## src/design/assert_macros.svh

```systemverilog
// ----------------------------------------------------------------------------
// Assertion macros used by the RTL of the response head parser.
// Define ASSERT_OFF to compile the checks out.
// ----------------------------------------------------------------------------
`ifndef ASSERT_MACROS_SVH
`define ASSERT_MACROS_SVH

`ifndef ASSERT_OFF

// Same-cycle implication, disabled while reset is asserted.
`define ASSERT_IMPLY(lbl, clk, rstn, ante, cons, msg) \
	lbl: assert property (@(posedge clk) disable iff (!(rstn)) (ante) |-> (cons)) \
		else $error(msg);

// Next-cycle implication, disabled while reset is asserted.
`define ASSERT_NEXT(lbl, clk, rstn, ante, cons, msg) \
	lbl: assert property (@(posedge clk) disable iff (!(rstn)) (ante) |=> (cons)) \
		else $error(msg);

`else

`define ASSERT_IMPLY(lbl, clk, rstn, ante, cons, msg)
`define ASSERT_NEXT(lbl, clk, rstn, ante, cons, msg)

`endif

`endif

```

## src/design/hrp_pkg.sv

```systemverilog
// ----------------------------------------------------------------------------
// hrp_pkg
// Types and constants of the HTTP response head parser.
// ----------------------------------------------------------------------------
`timescale 1ns / 1ps

package hrp_pkg;

	localparam logic [7:0] CH_SP = 8'h20;
	localparam logic [7:0] CH_CR = 8'h0D;
	localparam logic [7:0] CH_LF = 8'h0A;
	localparam logic [7:0] CH_ZERO = 8'h30;
	localparam logic [7:0] CH_NINE = 8'h39;

	localparam int CODE_W = 10;
	localparam logic [CODE_W-1:0] CODE_MAX = 10'd999;

	typedef enum logic [2:0] {
		PH_VERSION = 3'd0,
		PH_CODE    = 3'd1,
		PH_REASON  = 3'd2,
		PH_HEADERS = 3'd3,
		PH_BODY    = 3'd4
	} phase_t;

	typedef enum logic [3:0] {
		CLS_VER_CHAR   = 4'd0,
		CLS_VER_END    = 4'd1,
		CLS_CODE_CHAR  = 4'd2,
		CLS_CODE_END   = 4'd3,
		CLS_REASON     = 4'd4,
		CLS_CR_SKIP    = 4'd5,
		CLS_STATUS_END = 4'd6,
		CLS_HDR_CHAR   = 4'd7,
		CLS_HDR_EOL    = 4'd8,
		CLS_HDRS_END   = 4'd9,
		CLS_BODY       = 4'd10
	} byte_class_t;

	typedef struct packed {
		phase_t              phase;
		logic [CODE_W-1:0]   code_acc;
		logic                code_err;
		logic                line_nonempty;
	} parse_state_t;

endpackage

```

## src/design/hrp_step.sv

```systemverilog
// ----------------------------------------------------------------------------
// hrp_step
// Classifies one byte against the current parser state and forms the state
// that follows it. Purely combinational.
// ----------------------------------------------------------------------------
`timescale 1ns / 1ps

module hrp_step (
	input  hrp_pkg::parse_state_t state_cur,
	input  logic [7:0]            data,
	input  logic                  restart,
	output hrp_pkg::parse_state_t state_nxt,
	output hrp_pkg::byte_class_t  cls
);
	import hrp_pkg::*;

	parse_state_t st;
	phase_t       ph_nxt;
	logic         is_digit;
	logic [13:0]  acc_sum;
	logic [CODE_W-1:0] acc_next;

	// A restart clears everything before this byte is looked at.
	always_comb begin
		if (restart) begin
			st = '{phase: PH_VERSION, code_acc: '0, code_err: 1'b0, line_nonempty: 1'b0};
		end else begin
			st = state_cur;
		end
	end

	assign is_digit = (data >= CH_ZERO) && (data <= CH_NINE);
	assign acc_sum  = ({4'b0, st.code_acc} << 3) + ({4'b0, st.code_acc} << 1)
		+ {10'b0, data[3:0]};
	assign acc_next = (acc_sum > {4'b0, CODE_MAX}) ? CODE_MAX : acc_sum[CODE_W-1:0];

	// Next phase.
	always_comb begin
		ph_nxt = st.phase;
		unique case (st.phase)
			PH_VERSION: begin
				if (data == CH_SP) ph_nxt = PH_CODE;
			end
			PH_CODE: begin
				if (data == CH_SP) ph_nxt = PH_REASON;
			end
			PH_REASON: begin
				if (data == CH_LF) ph_nxt = PH_HEADERS;
			end
			PH_HEADERS: begin
				if (data == CH_LF && !st.line_nonempty) ph_nxt = PH_BODY;
			end
			default: ph_nxt = st.phase;
		endcase
	end

	// Class and data state.
	always_comb begin
		cls                     = CLS_BODY;
		state_nxt.phase         = ph_nxt;
		state_nxt.code_acc      = st.code_acc;
		state_nxt.code_err      = st.code_err;
		state_nxt.line_nonempty = st.line_nonempty;
		unique case (st.phase)
			PH_VERSION: begin
				if (data == CH_SP) begin
					cls                = CLS_VER_END;
					state_nxt.code_acc = '0;
					state_nxt.code_err = 1'b0;
				end else begin
					cls = CLS_VER_CHAR;
				end
			end
			PH_CODE: begin
				if (data == CH_SP) begin
					cls = CLS_CODE_END;
				end else begin
					cls = CLS_CODE_CHAR;
					if (is_digit) state_nxt.code_acc = acc_next;
					else          state_nxt.code_err = 1'b1;
				end
			end
			PH_REASON: begin
				if (data == CH_CR) begin
					cls = CLS_CR_SKIP;
				end else if (data == CH_LF) begin
					cls                     = CLS_STATUS_END;
					state_nxt.line_nonempty = 1'b0;
				end else begin
					cls = CLS_REASON;
				end
			end
			PH_HEADERS: begin
				if (data == CH_CR) begin
					cls = CLS_CR_SKIP;
				end else if (data == CH_LF) begin
					if (st.line_nonempty) begin
						cls                     = CLS_HDR_EOL;
						state_nxt.line_nonempty = 1'b0;
					end else begin
						cls = CLS_HDRS_END;
					end
				end else begin
					cls                     = CLS_HDR_CHAR;
					state_nxt.line_nonempty = 1'b1;
				end
			end
			default: cls = CLS_BODY;
		endcase
	end

endmodule

```

## src/design/http_response_head_parser.sv

```systemverilog
// ----------------------------------------------------------------------------
// http_response_head_parser
// Tags each byte of an HTTP response with its class and tracks the status code.
// ----------------------------------------------------------------------------
// One byte is taken per clock cycle while the result side does not stall. Each
// beat is captured in an input register, classified against the parser state
// by a single level of logic, and its result lands in an output register once
// that register is free or its result is taken. The input keeps accepting while
// a result waits, as long as that result is taken in the same cycle. A byte
// with restart set returns the parser to the version phase before the byte is
// classified.
`timescale 1ns / 1ps
`include "assert_macros.svh"

module http_response_head_parser (
	input  logic       clk,
	input  logic       arst_n,
	input  logic       byte_valid,
	output logic       byte_stall,
	input  logic [7:0] data_byte,
	input  logic       restart,
	output logic       result_valid,
	input  logic       result_stall,
	output logic [3:0] byte_class,
	output logic [7:0] byte_out,
	output logic [9:0] status_code,
	output logic       code_bad
);
	import hrp_pkg::*;

	logic         valid_s1;
	logic [7:0]   byte_s1;
	logic         restart_s1;
	logic         advance;
	logic         result_valid_q;
	byte_class_t  cls_q;
	logic [7:0]   byte_q;
	parse_state_t state_q;
	parse_state_t state_nxt;
	byte_class_t  cls_nxt;

	assign advance    = valid_s1 && (!result_valid_q || !result_stall);
	assign byte_stall = valid_s1 && !advance;

	always_ff @(posedge clk or negedge arst_n) begin
		if (!arst_n) begin
			valid_s1 <= 1'b0;
		end else if (!byte_stall) begin
			valid_s1 <= byte_valid;
		end
	end

	always_ff @(posedge clk) begin
		if (byte_valid && !byte_stall) begin
			byte_s1    <= data_byte;
			restart_s1 <= restart;
		end
	end

	hrp_step u_step (
		.state_cur (state_q),
		.data      (byte_s1),
		.restart   (restart_s1),
		.state_nxt (state_nxt),
		.cls       (cls_nxt)
	);

	always_ff @(posedge clk or negedge arst_n) begin
		if (!arst_n) begin
			result_valid_q <= 1'b0;
			state_q        <= '{phase: PH_VERSION, code_acc: '0, code_err: 1'b0,
				line_nonempty: 1'b0};
		end else begin
			if (advance) begin
				result_valid_q <= 1'b1;
				state_q        <= state_nxt;
			end else if (!result_stall) begin
				result_valid_q <= 1'b0;
			end
		end
	end

	always_ff @(posedge clk) begin
		if (advance) begin
			cls_q  <= cls_nxt;
			byte_q <= byte_s1;
		end
	end

	// The shown result always belongs to the last byte folded into the state,
	// so the code fields come straight from the state register.
	assign result_valid = result_valid_q;
	assign byte_class   = cls_q;
	assign byte_out     = byte_q;
	assign status_code  = state_q.code_acc;
	assign code_bad     = state_q.code_err;

	`ASSERT_IMPLY(a_stall_needs_item, clk, arst_n, byte_stall, valid_s1,
		"stall without a held beat")
	`ASSERT_IMPLY(a_code_in_range, clk, arst_n, 1'b1, state_q.code_acc <= CODE_MAX,
		"code above 999")
	`ASSERT_IMPLY(a_hdrs_end_body, clk, arst_n, result_valid_q && cls_q == CLS_HDRS_END,
		state_q.phase == PH_BODY, "end of headers without body phase")
	`ASSERT_NEXT(a_state_holds, clk, arst_n, !advance, $stable(state_q),
		"state moved without a beat")
	`ASSERT_IMPLY(a_body_phase, clk, arst_n, result_valid_q && cls_q == CLS_BODY,
		state_q.phase != PH_VERSION && state_q.phase != PH_CODE &&
		state_q.phase != PH_REASON && state_q.phase != PH_HEADERS,
		"body byte outside body phase")

endmodule

```

## config.mk

```make
export PLATFORM = sky130hd
export DESIGN_NAME = http_response_head_parser
export DESIGN_NICKNAME = d
export VERILOG_FILES = /design/src/design/hrp_pkg.sv /design/src/design/hrp_step.sv /design/src/design/http_response_head_parser.sv
export VERILOG_INCLUDE_DIRS = /design/src /design/src/design
export SDC_FILE = /design/constraint.sdc
export NUM_CORES = 1
export LEC_CHECK = 0
export BUFFER_PORTS_ARGS = -buffer_cell sky130_fd_sc_hd__buf_2
export CAP_MARGIN = 20
export CORE_MARGIN = 2
export CORE_UTILIZATION = 54
export DETAILED_ROUTE_END_ITERATION = 10
export PLACE_DENSITY = 0.76
export SLEW_MARGIN = 20
export SYNTH_ARGS = -nofsm -noshare
export SYNTH_HDL_FRONTEND = slang
export SYNTH_SLANG_ARGS = --single-unit
```

## constraint.sdc

```tcl
create_clock -name clk -period 4.1 [get_ports clk]
set_input_delay 0.615 -clock clk [delete_from_list [all_inputs] [get_ports clk]]
set_output_delay 0.615 -clock clk [all_outputs]
set_load 0.01 [all_outputs]
```

==> results of run 1 <==
[Yosys cell counts (3+ instances only)]
| library cell | number |
|---|---|
| sky130_fd_sc_hd__nor3_1 | 4 |
| sky130_fd_sc_hd__inv_1 | 8 |
| sky130_fd_sc_hd__a21o_1 | 3 |
| sky130_fd_sc_hd__a31oi_1 | 5 |
| sky130_fd_sc_hd__a2bb2oi_1 | 3 |
| sky130_fd_sc_hd__nor2_1 | 15 |
| sky130_fd_sc_hd__nand3_1 | 6 |
| sky130_fd_sc_hd__nor2b_1 | 13 |
| sky130_fd_sc_hd__buf_4 | 10 |
| sky130_fd_sc_hd__o21ai_0 | 14 |
| sky130_fd_sc_hd__nand2_1 | 13 |
| sky130_fd_sc_hd__edfxtp_1 | 21 |
| sky130_fd_sc_hd__o21ai_1 | 6 |
| sky130_fd_sc_hd__xor2_1 | 4 |
| sky130_fd_sc_hd__o21a_1 | 4 |
| sky130_fd_sc_hd__dfrtp_1 | 17 |
| sky130_fd_sc_hd__nand2b_1 | 4 |
| sky130_fd_sc_hd__and2_1 | 3 |
| sky130_fd_sc_hd__clkbuf_1 | 9 |
| sky130_fd_sc_hd__ha_1 | 19 |
| sky130_fd_sc_hd__xnor2_1 | 5 |
| sky130_fd_sc_hd__a21oi_1 | 17 |
| sky130_fd_sc_hd__o22ai_1 | 4 |
[path summary, 6_finish.rpt]
check                                 endpoint  slack (ps)
worst max register to register  status_code[4]         690
worst max-delay path            status_code[4]         690
max in group asynchronous         result_valid        3560
min in group clk                  result_valid         480
worst min-delay path               state_q[14]         240
worst min register to register    result_valid         480
[power groups by stage]
stage | combinational (W) | clock, W | sequential, W
after floorplan | 0.000133 | 0 | 0.000477
after global placement | 0.000169 | 0 | 0.000486
after detailed placement | 0.000173 | 0 | 0.000488
after CTS | 0.000174 | 0.000390 | 0.000480
after global routing | 0.000191 | 0.000407 | 0.000486
final | 0.000174 | 0.000389 | 0.000481
[kinds of logic (layout without fill, tap and decap cells)]
kind of cell,count (synthesis),count (layout)
AOI/OAI and AO/OA,76,76
muxes,2,2
buffers and inverters,28,54
adders and majority gates,20,20
and+or+nand+nor,71,71
xor gates and xnor gates,9,9
DFF,38,38
[metrics by stage]
| step | hold slack, ps | area, um^2 | power (W) | utilization, % |
|---|---|---|---|---|
| 4_1_cts | 257 | 2740 | 0.00104 | 62.9 |
| 5_1_grt | 274 | 2740 | 0.00108 | 62.9 |
| 6_report | 237 | 2740 | 0.00104 | 62.9 |
| 2_1_floorplan | 319 | 2460 | 0.000610 | - |
| 3_3_place_gp | 451 | 2600 | 0.000655 | 59.7 |
| 3_5_place_dp | 471 | 2600 | 0.000661 | 59.7 |
[worst max-delay path: stages, from the launching register on]
cell                       delay [ps]
sky130_fd_sc_hd__edfxtp_1         420
sky130_fd_sc_hd__buf_4            230
sky130_fd_sc_hd__nor2b_1          230
sky130_fd_sc_hd__ha_1             270
sky130_fd_sc_hd__ha_1             220
sky130_fd_sc_hd__fa_1             410
sky130_fd_sc_hd__a21o_1           190
sky130_fd_sc_hd__a21oi_1          250
sky130_fd_sc_hd__xor2_1           140
sky130_fd_sc_hd__or4_4            580
sky130_fd_sc_hd__and3_4           200
sky130_fd_sc_hd__a21bo_1          170
[registers in the layout, indices dropped and copies added (netlist names)]
signal / cells
status_code: 10
byte_out: 8
byte_s1: 8
byte_class: 4
state_q: 4
code_bad: 1
restart_s1: 1
result_valid: 1
valid_s1: 1
[layer usage]
| metal | GRT usage (%) | vias to the layer above | part of all wire, % |
|---|---|---|---|
| li1 | - | 949 | - |
| met1 | 29.4 | 901 | 44 |
| met2 | 35.1 | 57 | 49 |
| met3 | 4.22 | 6 | 4.8 |
| met4 | 7.13 | 0 | 1.4 |
| met5 | 0 | - | 0 |
[final cells by class]
class	count	area, um^2
inverter	8	30.0
timing repair buffer	38	193
fill	358	1620
tap	52	65.1
clock buffer	5	68.8
multi-input combinational	178	1260
sequential	38	1060
clock inverter	3	68.8
==> results.md, run 1 <==
- The number of buffers added to fix hold violations after cts is 0.
- The most frequent standard cell in the layout excluding fill and tap cells is sky130_fd_sc_hd__buf_2.
- The yosys synthesis warning count is 0.
- The largest family of logic cells by synthesized area is compound AO/OA/AOI/OAI gates.
- The tool flagged a number of max-cap violations equal to 0.
- The count of endpoints failing hold in the final timing report was 0.
- The starting utilization of the core area is between 50% and 60%.
- The first TritonRoute pass finished after 5 iterations.
- The floorplan core area is 0.00435 mm^2.
- The startpoint of the worst register-to-register path is restart_s1.
- The detailed-route wire length is between 5000 and 6000 um.
- The net count after synthesis is around 280.
- The number of antenna violations at the first check in global routing is 0.
- Including well taps, the total number of placed cells is around 310.
- In the routed design, unresolved DRC markers number 0.
- Summing the areas of all compound-gate instances in the mapped netlist gives roughly a fifth of the synthesized area.
- The flow ran to the end, and the final reports show no timing, DRC or antenna violations.
- After synthesis, the share of flip-flops with an asynchronous set or reset is between 40 and 50%.
- The switching power as a share of total power is 27.1%.
- Per report_power, the sequential group accounts for a little under half of the total.
- The share of total power dissipated in combinational logic is ~17%.
- The max-slew violation count is 0.
- The fraction of the cycle the final worst path needs is between 80% and 90%.
- After floorplanning, the core was divided into 24 placement rows.
- Dividing the detail-routed wire length by the instance count gives approximately 17 um.
- Setup repair after global routing left no endpoint under its margin.
- The count of different cell masters after synthesis is between 50 and 60.
- The internal power is roughly 0.00076 W.
- The routed layout has approximately 1900 vias.
- The worst register-to-register path has a depth of 11.
- The critical-path maximum fanout is 22.
- The class of the most critical hold timing path is in2async.
- The fraction of final layout cells with drive strength greater than 1 is around 19%.
- After synthesis the cells add up to about 0.0025 mm^2.
- Port buffering added 37 buffers.
- Tracing the worst setup path back leads to its startpoint at restart_s1.
- The total track usage is a little over a fifth.
- The biggest area contributor in the post-synthesis netlist is sky130_fd_sc_hd__edfxtp_1.
- The detail route stage leaves a number of antenna-violating nets equal to 0.
- The count of boundary I/O pins is 38.
- The clock edge transition at the registers on the reported setup and hold paths is roughly 80 ps.
- The most used flip-flop cell after synthesis is sky130_fd_sc_hd__edfxtp_1.
- A synthesized cell averages around 10 um^2.
- The routed via count divided by cell count is approximately 5.9.
- Post-CTS repair changed the size of 0 cells.
- The total overflow left after global routing is 0.
- Once detailed placement completed, the half-perimeter wirelength came to ~4000 um.
- The chip height is about 71 um.
- The clock tree from TritonCTS is yes.
- The sequential element share of the synthesized area is 43.0%.
- Routability-driven placement finished with a final weighted congestion of approximately 0.92.
- The startpoint-to-endpoint class of the critical path is reg2reg.
- The simple logic cell fraction of the synthesized area is around 16%.
- The die footprint is slightly above 0.005 mm^2.
- Across all setup checks in the final design, the least slack found is ~690 ps.
- STA classifies the critical path startpoint as a register.
- In the post-synthesis netlist, the biggest area contributors are sky130_fd_sc_hd__edfxtp_1, sky130_fd_sc_hd__dfrtp_1, sky130_fd_sc_hd__ha_1.
- The latest clock arrival within the worst-skew pair is 300 ps.
- The clock tree skew after final layout is approximately 9.7 ps.
- The clock root buffer is sky130_fd_sc_hd__clkbuf_8.
- The worst slack at placement is roughly 720 ps.
- The number of setup violations in the final report is 0.
- The top cell types in the final layout, fill and taps aside, are sky130_fd_sc_hd__buf_2, sky130_fd_sc_hd__edfxtp_1, sky130_fd_sc_hd__ha_1.
- The net switching power figure is 0.000283 W.
- The number of global-route vias before repair is 1792.
- In this run the tightest slew margin relative to its limit is 61.2%.
- The flop and latch count out of synthesis is 38.
- The count of nets after finishing is just over 300.
- The width of the die is ~70 um.
- In this run, CTS created clock tree buffers numbering 5.
- The analysis attributes to cell leakage a power of roughly 1.3 nW.
- Summing the areas of all fa, ha and maj instances in the mapped netlist gives between 10% and 20% of the synthesized area.
- The multiplexer share of the synthesized area is less than 1%.
- The relative area change from synthesis to final layout is 11.5%.
- Entering global routing, the biggest net connects 23 pins.
- The post-synthesis instance total is 244.
- The endpoint arrival time on the critical path is approximately 3600 ps.
- The antenna cell count is 0.
- The maximum number of buffers from clock root to sink is 2.
- Of the post-synthesis cell area, the dominant cell type holds between 20% and 30%.
- The maximum frequency from static timing analysis is about 0.29 GHz.
- The final cell count without fillers is between 300 and 400.
- Post-CTS timing repair inserted 0 buffers for setup.
- The wire length of the first global-routing pass is ~8500 um.
- The H-tree was split into 2 levels.
- In this run the power density over the cells is approximately 380 mW/mm^2.
- The number of flops mapped to enable cells by yosys is 21.
- Setup total negative slack on the finished layout was measured at 0 ps.
- The clock network power share is between 30% and 40%.
- For this block, the initial DRC count from the detailed router was roughly 180.
- Subtracting the final worst setup slack from the clock period gives approximately 3400 ps.
- After Yosys synthesis, XOR and XNOR cells account for about 3.2% of the synthesized area.
- The measured slew at the worst slew-check pin is between 500 and 600 ps.
- The data required time at the worst endpoint is between 4000 and 5000 ps.
- The critical path endpoint category is a register.
- Clock tree synthesis found a total of 38 sinks.
- The worst-case IR drop observed on VDD is roughly 0.14 mV.
Power figures use the tool's default switching activity.
==> run 2, diff against run 1 <==
--- a/config.mk
+++ b/config.mk
@@ -6,12 +6,13 @@
 export SDC_FILE = /design/constraint.sdc
 export NUM_CORES = 1
 export LEC_CHECK = 0
+export ABC_AREA = 1
 export BUFFER_PORTS_ARGS = -buffer_cell sky130_fd_sc_hd__buf_2
 export CAP_MARGIN = 20
 export CORE_MARGIN = 2
-export CORE_UTILIZATION = 54
+export CORE_UTILIZATION = 53
 export DETAILED_ROUTE_END_ITERATION = 10
-export PLACE_DENSITY = 0.76
+export PLACE_DENSITY = 0.77
 export SLEW_MARGIN = 20
 export SYNTH_ARGS = -nofsm -noshare
 export SYNTH_HDL_FRONTEND = slang
==> constraint.sdc (replaced) <==
create_clock -name clk -period 2.8 [get_ports clk]
set_input_delay 0.42 -clock clk [delete_from_list [all_inputs] [get_ports clk]]
set_output_delay 0.42 -clock clk [all_outputs]
set_load 0.01 [all_outputs]
==> run 2 against run 1 <==
  * The run now ends with setup timing left
  * Synthesized area increased by 17%
  * Routed wire length up 31%
  * Clock power grew 45%
  * Largest power group is now combinational cells
==> results.md, run 2 <==
- The run finished, with violations left.
- The checks that failed: setup timing.
- The measured slew at the worst slew-check pin is 583 ps (+4.43 ps).
- The data required time at the worst endpoint is 2970 ps (-1330 ps).
- In the post-synthesis netlist, the cell with the most instances is sky130_fd_sc_hd__nand2_1.
- The met3 wire length came to 417 um (+62%).
- The cell family contributing the most delay on the critical path is simple AND/OR/NAND/NOR gates.
- The number of flops mapped to enable cells by yosys is 21 (unchanged).
- The final cell count without fillers came to 487 (+51%).
- The number of antenna violations at the first check in global routing is 0 (unchanged).
- After synthesis, the cell types taking the most area are sky130_fd_sc_hd__edfxtp_1, sky130_fd_sc_hd__dfrtp_1, sky130_fd_sc_hd__nand2_1.
- The remaining design rule violation count was 0 (unchanged).
- The count of nets after finishing is 449 (+49%).
- The worst path buffer plus inverter count was 3 (+2).
- The number of global-route vias before repair is 2614 (+46%).
- The count of boundary I/O pins is 38 (unchanged).
- The clock edge transition at the registers on the reported setup and hold paths is 80 ps (about the same).
- The maximum number of pins on one net before global-route repair is 18 (-22%).
- The chip height is 77.6 um (+8.6%).
- Setup repair after global routing could not meet its margin everywhere.
- The share of async-settable or async-resettable flops after synthesis came to 44.7% (unchanged).
- The maximum frequency from static timing analysis is 0.356 GHz (+22%).
- The static leakage is 1.66 nW (+30%).
- The sum of net half-perimeters after detailed placement is 5070 um (+29%).
- The class of the most critical hold timing path is in2async.
- The cell area power density is 817 mW/mm^2 (+110%).
- The clock tree skew after final layout is 6.89 ps (-2.79 ps).
- The violation count after the first detailed-route iteration was 247 (+35%).
- The count of filler cells inserted in the layout came to 421 (+18%).
- The summed instance area of the synthesized netlist came to 0.00287 mm^2 (+17%).
- The critical-path maximum fanout is 7 (-68%).
- The placement row count is 26 (+8.3%).
- The maximum number of buffers from clock root to sink was 2 (unchanged).
- The latest clock arrival within the worst-skew pair is 300 ps (about the same).
- The depth of the most critical reg-to-reg path came to 18 (+7).
- STA classifies the critical path endpoint as a register.
- The number of gates on the worst path with buffers counted was 18 (+7).
- The routed via count divided by cell count was 5.52 (-7.2%).
- The width of the die was 77.6 um (+8.6%).
- The antenna cell count is 0 (unchanged).
- The maximum resistive drop on vdd came to 0.480 mV (+230%).
- The number of setup violations in the final report is 1 (+1).
- The worst-case setup margin in the final layout came to -5.56 ps (-695 ps).
- The floorplan core area is 0.00517 mm^2 (+19%).
- The total met2 wirelength after detailed routing is 3420 um (+30%).
- The total track usage is 23.6% (+1.9 points).
- The clock net sink count is 38 (unchanged).
- The sequential element share of the synthesized area is 36.8% (-6.2 points).
- The yosys synthesis warning count came to 0 (unchanged).
- The critical path is of the reg2reg type.
- Clock tree synthesis selected as its root buffer the cell sky130_fd_sc_hd__clkbuf_8.
- The count of endpoints failing hold in the final timing report was 0 (unchanged).
- The area share of the largest cell type after synthesis is 22.0% (-3.7 points).
- The detailed-route wire length was 6950 um (+31%).
- The number of flip-flops under the largest register name is 10 (unchanged).
- The cell type with the largest total area after synthesis is sky130_fd_sc_hd__edfxtp_1.
- The number of nets with antenna violations after detailed routing is 0 (unchanged).
- STA classifies the critical path startpoint as a register.
- The max-slew violation count is 0 (unchanged).
- The fraction of the cycle the final worst path needs came to 100% (+17 points).
- The total overflow reported by the global router is 0 (unchanged).
- The internal reg-to-reg setup slack came to -6 ps (-690 ps).
- TritonCTS built the clock tree.
- The flop and latch count out of synthesis came to 38 (unchanged).
- The number of port buffers is 37 (unchanged).
- The worst slack at placement is -38.3 ps (-760 ps).
- The TritonCTS buffer count is 5 (unchanged).
- The tightest slew margin relative to the limit is 61.1% (-0.18 points).
- Sorting the synthesized cells by how often they occur yields sky130_fd_sc_hd__nand2_1, sky130_fd_sc_hd__inv_1, sky130_fd_sc_hd__nor2_1.
- The largest stage delay on the critical path came to 460 ps (-120 ps).
- The number of detailed-routing iterations run before antenna repair was 6 (+1).
- The total via count in the routed design is 2686 (+40%).
- The max-capacitance violation count is 0 (unchanged).
- The fraction of final layout cells with drive strength greater than 1 is 35.5% (+16 points).
- The detailed router used layers up to and including met4.
- The die footprint was 0.00602 mm^2 (+18%).
- The CTS H-tree depth is 2 (unchanged).
- The relative area change from synthesis to final layout is 25.0%.
- The mean instance size in the synthesized netlist is 7.75 um^2 (-23%).
- The most frequent standard cell in the layout excluding fill and tap cells is sky130_fd_sc_hd__nand2_1.
- The shortest clock period the worst path allows after layout was 2810 ps (-605 ps).
- The most used cell along the critical path is sky130_fd_sc_hd__nand2_1.
- The worst hold-check slack came to 40.4 ps (-197 ps).
- The critical path goes through clkinv_2, nand2_4, xor2_1, inv_1, ha_4, fa_2, nand2_1, nand2_2, nand3_4, nand2_2, nand2_1, nand2_1, inv_1, nand3_2, nor2_4, nand2_4, o21ai_2, a21oi_2.
- The endpoint arrival time on the critical path is 2980 ps (-630 ps).
- The post-synthesis instance total is 370 (+52%).
- The starting utilization of the core area is 55.5% (-0.94 points).
- Among all flip-flop cells after synthesis, the most frequent one is sky130_fd_sc_hd__edfxtp_1.
- In the layout the commonest cells are sky130_fd_sc_hd__nand2_1, sky130_fd_sc_hd__inv_1, sky130_fd_sc_hd__nor2_1.
- The cell count after placement was 476 (+52%).
- The net count after synthesis is 403 (+45%).
- The weighted congestion reported at the end of routability-driven placement was 0.974 (+6.3%).
- The wire length the detailed router placed on met1 is 2970 um (+26%).
- The average wire length per cell after detail routing was 14.3 um (-14%).
- The count of different cell masters after synthesis is 40 (-22%).
- Among all stages on the critical path, the largest delay is contributed by sky130_fd_sc_hd__edfxtp_1.
- The wire length of the first global-routing pass came to 11400 um (+33%).
run 2: cell count changes after synthesis, sizes merged, moves of 7 or more:
cell and delta:
nor2b -13, nor2 +37, nand3 +19, o21ai -8
nand2 +71, clkbuf -7, a21oi +12, inv +55
run 2: logic make-up (layout without fill, tap and decap cells):
logic type | count (synthesis) | in the layout | share of synthesized area [%]
xor+xnor | 3 | 3 | 0.916
flops | 38 | 38 | 36.8
fa+ha+maj | 20 | 20 | 8.98
compound gates | 51 | 51 | 12.3
simple gates | 180 | 180 | 29.2
buf+inv | 78 | 125 | 11.8
run 2: worst paths after layout:
check,startpoint,endpoint
min in group clk,data_byte[4],byte_s1[4]
hold / removal,arst_n,state_q[0]
hold reg to reg,byte_s1[7],byte_out[7]
max in group asynchronous,arst_n,status_code[2]
setup / recovery,restart_s1,status_code[1]
setup reg to reg,restart_s1,status_code[1]
run 2: per-stage QoR:
step / setup TNS [ps] / power (W) / area, um^2 / util (%)
2_1_floorplan: 0 / 0.00178 / 2870 / -
3_3_place_gp: 0 / 0.00205 / 3140 / 60.7
3_5_place_dp: -101 / 0.00208 / 3140 / 60.7
4_1_cts: 0 / 0.00268 / 3310 / 64.1
5_1_grt: -1220 / 0.00313 / 3590 / 69.4
6_report: -5.56 / 0.00293 / 3590 / 69.4
run 2: routing by layer:
| layer | global-route usage (%) | up-vias |
|---|---|---|
| met5 | 0 | - |
| met3 | 5.12 | 22 |
| met1 | 30.2 | 1268 |
| met2 | 39.0 | 117 |
| met4 | 9.46 | 0 |
| li1 | - | 1279 |
run 2: area by class of cell:
class / instances / area (um^2) / share of cell area, %
Clock buffer: 5 / 68.8 / 1.92
Clock inverter: 3 / 68.8 / 1.92
Tap cell: 70 / 87.6 / 2.44
Inverter: 64 / 241 / 6.73
Multi-Input combinational cell: 254 / 1750 / 48.8
Timing Repair Buffer: 53 / 313 / 8.72
Sequential cell: 38 / 1060 / 29.4
run 2: repair_timing:
item	in CTS	in global routing
pin swaps	0	10
endpoints found under the setup margin	7	10
hold buffers	0	0
buffers inserted	0	3
gates resized for setup	8	43
run 2: report_power, final:
group / switching (W) / leakage, nW / internal, W
registers: 0.0000865 / 0.402 / 0.000721
logic: 0.000928 / 1.19 / 0.000631
clock network: 0.000207 / 0.0683 / 0.000357
==> run 3, diff against run 2 <==
--- a/config.mk
+++ b/config.mk
@@ -13,6 +13,7 @@
 export CORE_UTILIZATION = 53
 export DETAILED_ROUTE_END_ITERATION = 10
 export PLACE_DENSITY = 0.77
+export SETUP_SLACK_MARGIN = 0.3
 export SLEW_MARGIN = 20
 export SYNTH_ARGS = -nofsm -noshare
 export SYNTH_HDL_FRONTEND = slang
==> run 3 against run 2 <==
  * The run still ends with setup timing left
  * Sequential power barely moved
  * Routed wire length rose by 9.5%
  * Fmax fell by 0.39%
  * Register-to-register slack barely moved
  * Power rose by 1.6%
  * Worst setup slack got worse by 11 ps
  * Largest power group unchanged
==> results.md, run 3 (synthesized netlist as in run 2, its figures left out) <==
- The internal power is 0.00168 W (-1.9%).
- The number of detailed-routing iterations run before antenna repair is 5 (-1).
- The class of the most critical hold timing path is in2async.
- TritonCTS built the clock tree.
- The routed via count divided by cell count is 5.48 (-0.56%).
- The number of nets with antenna violations after detailed routing came to 0 (unchanged).
- The sum of net half-perimeters after detailed placement is 5250 um (+3.5%).
- The placed cell area was 0.00319 mm^2 (+1.5%).
- The library cell used most frequently in the layout, excluding fill and tap cells, is sky130_fd_sc_hd__nand2_1.
- The worst-case setup margin in the final layout is -16.6 ps (-11.0 ps).
- The chip height is 77.6 um (unchanged).
- The number of global-route vias before repair came to 2561 (-2.0%).
- Traced cell by cell, the critical path runs through clkinv_4, nand2_4, xor2_2, inv_2, ha_4, o21bai_4, ha_4, nand2_1, nor2_2, nand3_1, buf_4, nand3_2, nand2_2, nand3_2, nor2_4, nand2_4, o21ai_2, a21oi_2.
- The fraction of final layout cells with drive strength greater than 1 is 38.2% (+2.8 points).
- The wire length of the first global-routing pass is 12000 um (+5.0%).
- The number of setup violations in the final report came to 3 (+2).
- The summed area of non-filler cells in the final layout is 0.00367 mm^2 (+2.2%).
- The endpoint arrival time on the critical path is 3000 ps (+20 ps).
- The switching power as a share of total power is 43.7% (+2.0 points).
- The critical-path maximum fanout is 7 (unchanged).
- The weighted congestion reported at the end of routability-driven placement is 0.905 (-7.0%).
- The critical path endpoint category is a register.
- The worst slack at placement is -64.1 ps (-25.8 ps).
- The count of nets after finishing is 453 (+0.89%).
- The share of power burned in combinational logic is 56.8% (+3.6 points).
- The width of the die is 77.6 um (unchanged).
- The clock tree skew after final layout came to 5.57 ps (-1.32 ps).
- The maximum number of pins on one net before global-route repair is 18 (unchanged).
- On the critical path, the stage with the largest delay is an instance of sky130_fd_sc_hd__edfxtp_1.
- The shortest clock period the worst path allows after layout was 2820 ps (+11.0 ps).
- The antenna cell count is 0 (unchanged).
- The count of boundary I/O pins is 38 (unchanged).
- The clock net sink count came to 38 (unchanged).
- The TritonCTS buffer count is 5 (unchanged).
- The number of buffers added to fix hold violations after cts was 0 (unchanged).
- The detailed-route wire length came to 7610 um (+9.5%).
- The tightest slew margin relative to the limit came to 64.4% (+3.4 points).
- The maximum frequency from static timing analysis is 0.355 GHz (-0.39%).
- The critical path is of the reg2reg type.
- The kind of cell with the highest combined delay along the critical path is simple AND/OR/NAND/NOR gates.
- The relative area change from synthesis to final layout is 27.8%.
- The CTS H-tree depth was 2 (unchanged).
- Setup repair after global routing could not meet its margin everywhere.
- The data required time at the worst endpoint came to 2990 ps (+20 ps).
- The fraction of the cycle the final worst path needs came to 101% (+0.39 points).
- The starting utilization of the core area came to 55.5% (unchanged).
- The max-slew violation count is 0 (unchanged).
- The number of port buffers is 37 (unchanged).
- The floorplan core area came to 0.00517 mm^2 (unchanged).
- The measured slew at the worst slew-check pin is 529 ps (-53.3 ps).
- The latest clock arrival within the worst-skew pair is 300 ps (about the same).
- The remaining design rule violation count is 0 (unchanged).
- The worst path buffer plus inverter count was 3 (unchanged).
- The checks that failed: setup timing.
- The clock edge transition at the registers on the reported setup and hold paths is 80 ps (about the same).
- The number of flip-flops under the largest register name is 10 (unchanged).
- The placement row count came to 26 (unchanged).
- The maximum resistive drop on vdd is 0.425 mV (-11%).
- The max-capacitance violation count came to 0 (unchanged).
- The clock network power share is 16.0% (-3.2 points).
- The count of endpoints failing hold in the final timing report is 0 (unchanged).
- The number of antenna violations at the first check in global routing is 0 (unchanged).
- Leaving out fill and tap cells, the most frequent cells in the layout are sky130_fd_sc_hd__nand2_1, sky130_fd_sc_hd__inv_1, sky130_fd_sc_hd__nor2_1.
- The violation count after the first detailed-route iteration is 257 (+4.0%).
- The die footprint was 0.00602 mm^2 (unchanged).
- The maximum number of buffers from clock root to sink was 2 (unchanged).
- The total overflow reported by the global router is 0 (unchanged).
- The sequential share of power is 27.2% (-0.3 points).
- The static leakage is 1.69 nW (+1.6%).
- The total via count in the routed design is 2693 (+0.26%).
- The launching element type of the critical path is a register.
- The total track usage is 25.6% (+2.0 points).
- The average wire length per cell after detail routing came to 15.5 um (+8.6%).
- The largest stage delay on the critical path is 490 ps (+30 ps).
- The cell area power density is 812 mW/mm^2 (-0.64%).
- The net switching power figure is 0.00130 W (+6.5%).
- The root buffer cell chosen for the clock tree is sky130_fd_sc_hd__clkbuf_8.
- The flow ran to the end, but the final reports show violations.
==> run 3: worst paths after layout <==
path,from,to,slack [ps],cells after the start
worst max-delay path,restart_s1,status_code[2],-20,18
worst min-delay path,arst_n,status_code[4],40,1
worst max register to register,restart_s1,status_code[2],-20,18
worst min register to register,byte_s1[7],byte_out[7],450,0
max in group asynchronous,arst_n,status_code[0],2470,1
min in group clk,data_byte[4],byte_s1[4],290,1
==> run 3: per-stage QoR <==
step	cells	total power [W]	TNS, ps	hold slack, ps	util, %
floorplan	370	0.00180	0	124	-
global placement	479	0.00209	-23.1	367	61.6
detailed placement	479	0.00212	-339	376	61.6
CTS	490	0.00280	0	44.4	68.3
global route	491	0.00315	-771	70.4	70.9
finish	491	0.00298	-30.6	37.3	70.9
==> run 3: power by group through the flow <==
| stage | logic, W | registers [W] | clock network, W |
|---|---|---|---|
| 2_1_floorplan | 0.000984 | 0.000812 | 0 |
| 3_3_place_gp | 0.00128 | 0.000812 | 0 |
| 3_5_place_dp | 0.00131 | 0.000814 | 0 |
| 4_1_cts | 0.00152 | 0.000804 | 0.000480 |
| 5_1_grt | 0.00183 | 0.000825 | 0.000501 |
| 6_report | 0.00169 | 0.000810 | 0.000477 |
==> run 3: repair_timing <==
item / in CTS / in global routing
gates cloned: 0 / 0
gates resized for setup: 37 / 24
pin swaps: 15 / 18
setup endpoints to repair: 10 / 10
setup buffers: 3 / 1
==> run 3: routing by layer <==
layer / GRT usage, % / up-vias / wire length (um)
met1: 31.9 / 1266 / 3200
met3: 3.95 / 25 / 468
met2: 44.8 / 111 / 3710
met4: 9.64 / 0 / 229
li1: - / 1291 / -
met5: 0 / - / 0
==> run 3: area by class of cell <==
cell class	count	area [um^2]
Clock buffer	5	68.8
Fill cell	371	1510
Inverter	64	245
Tap cell	70	87.6
Sequential cell	38	1060
Timing Repair Buffer	57	347
Multi-Input combinational cell	254	1820
Clock inverter	3	45.0
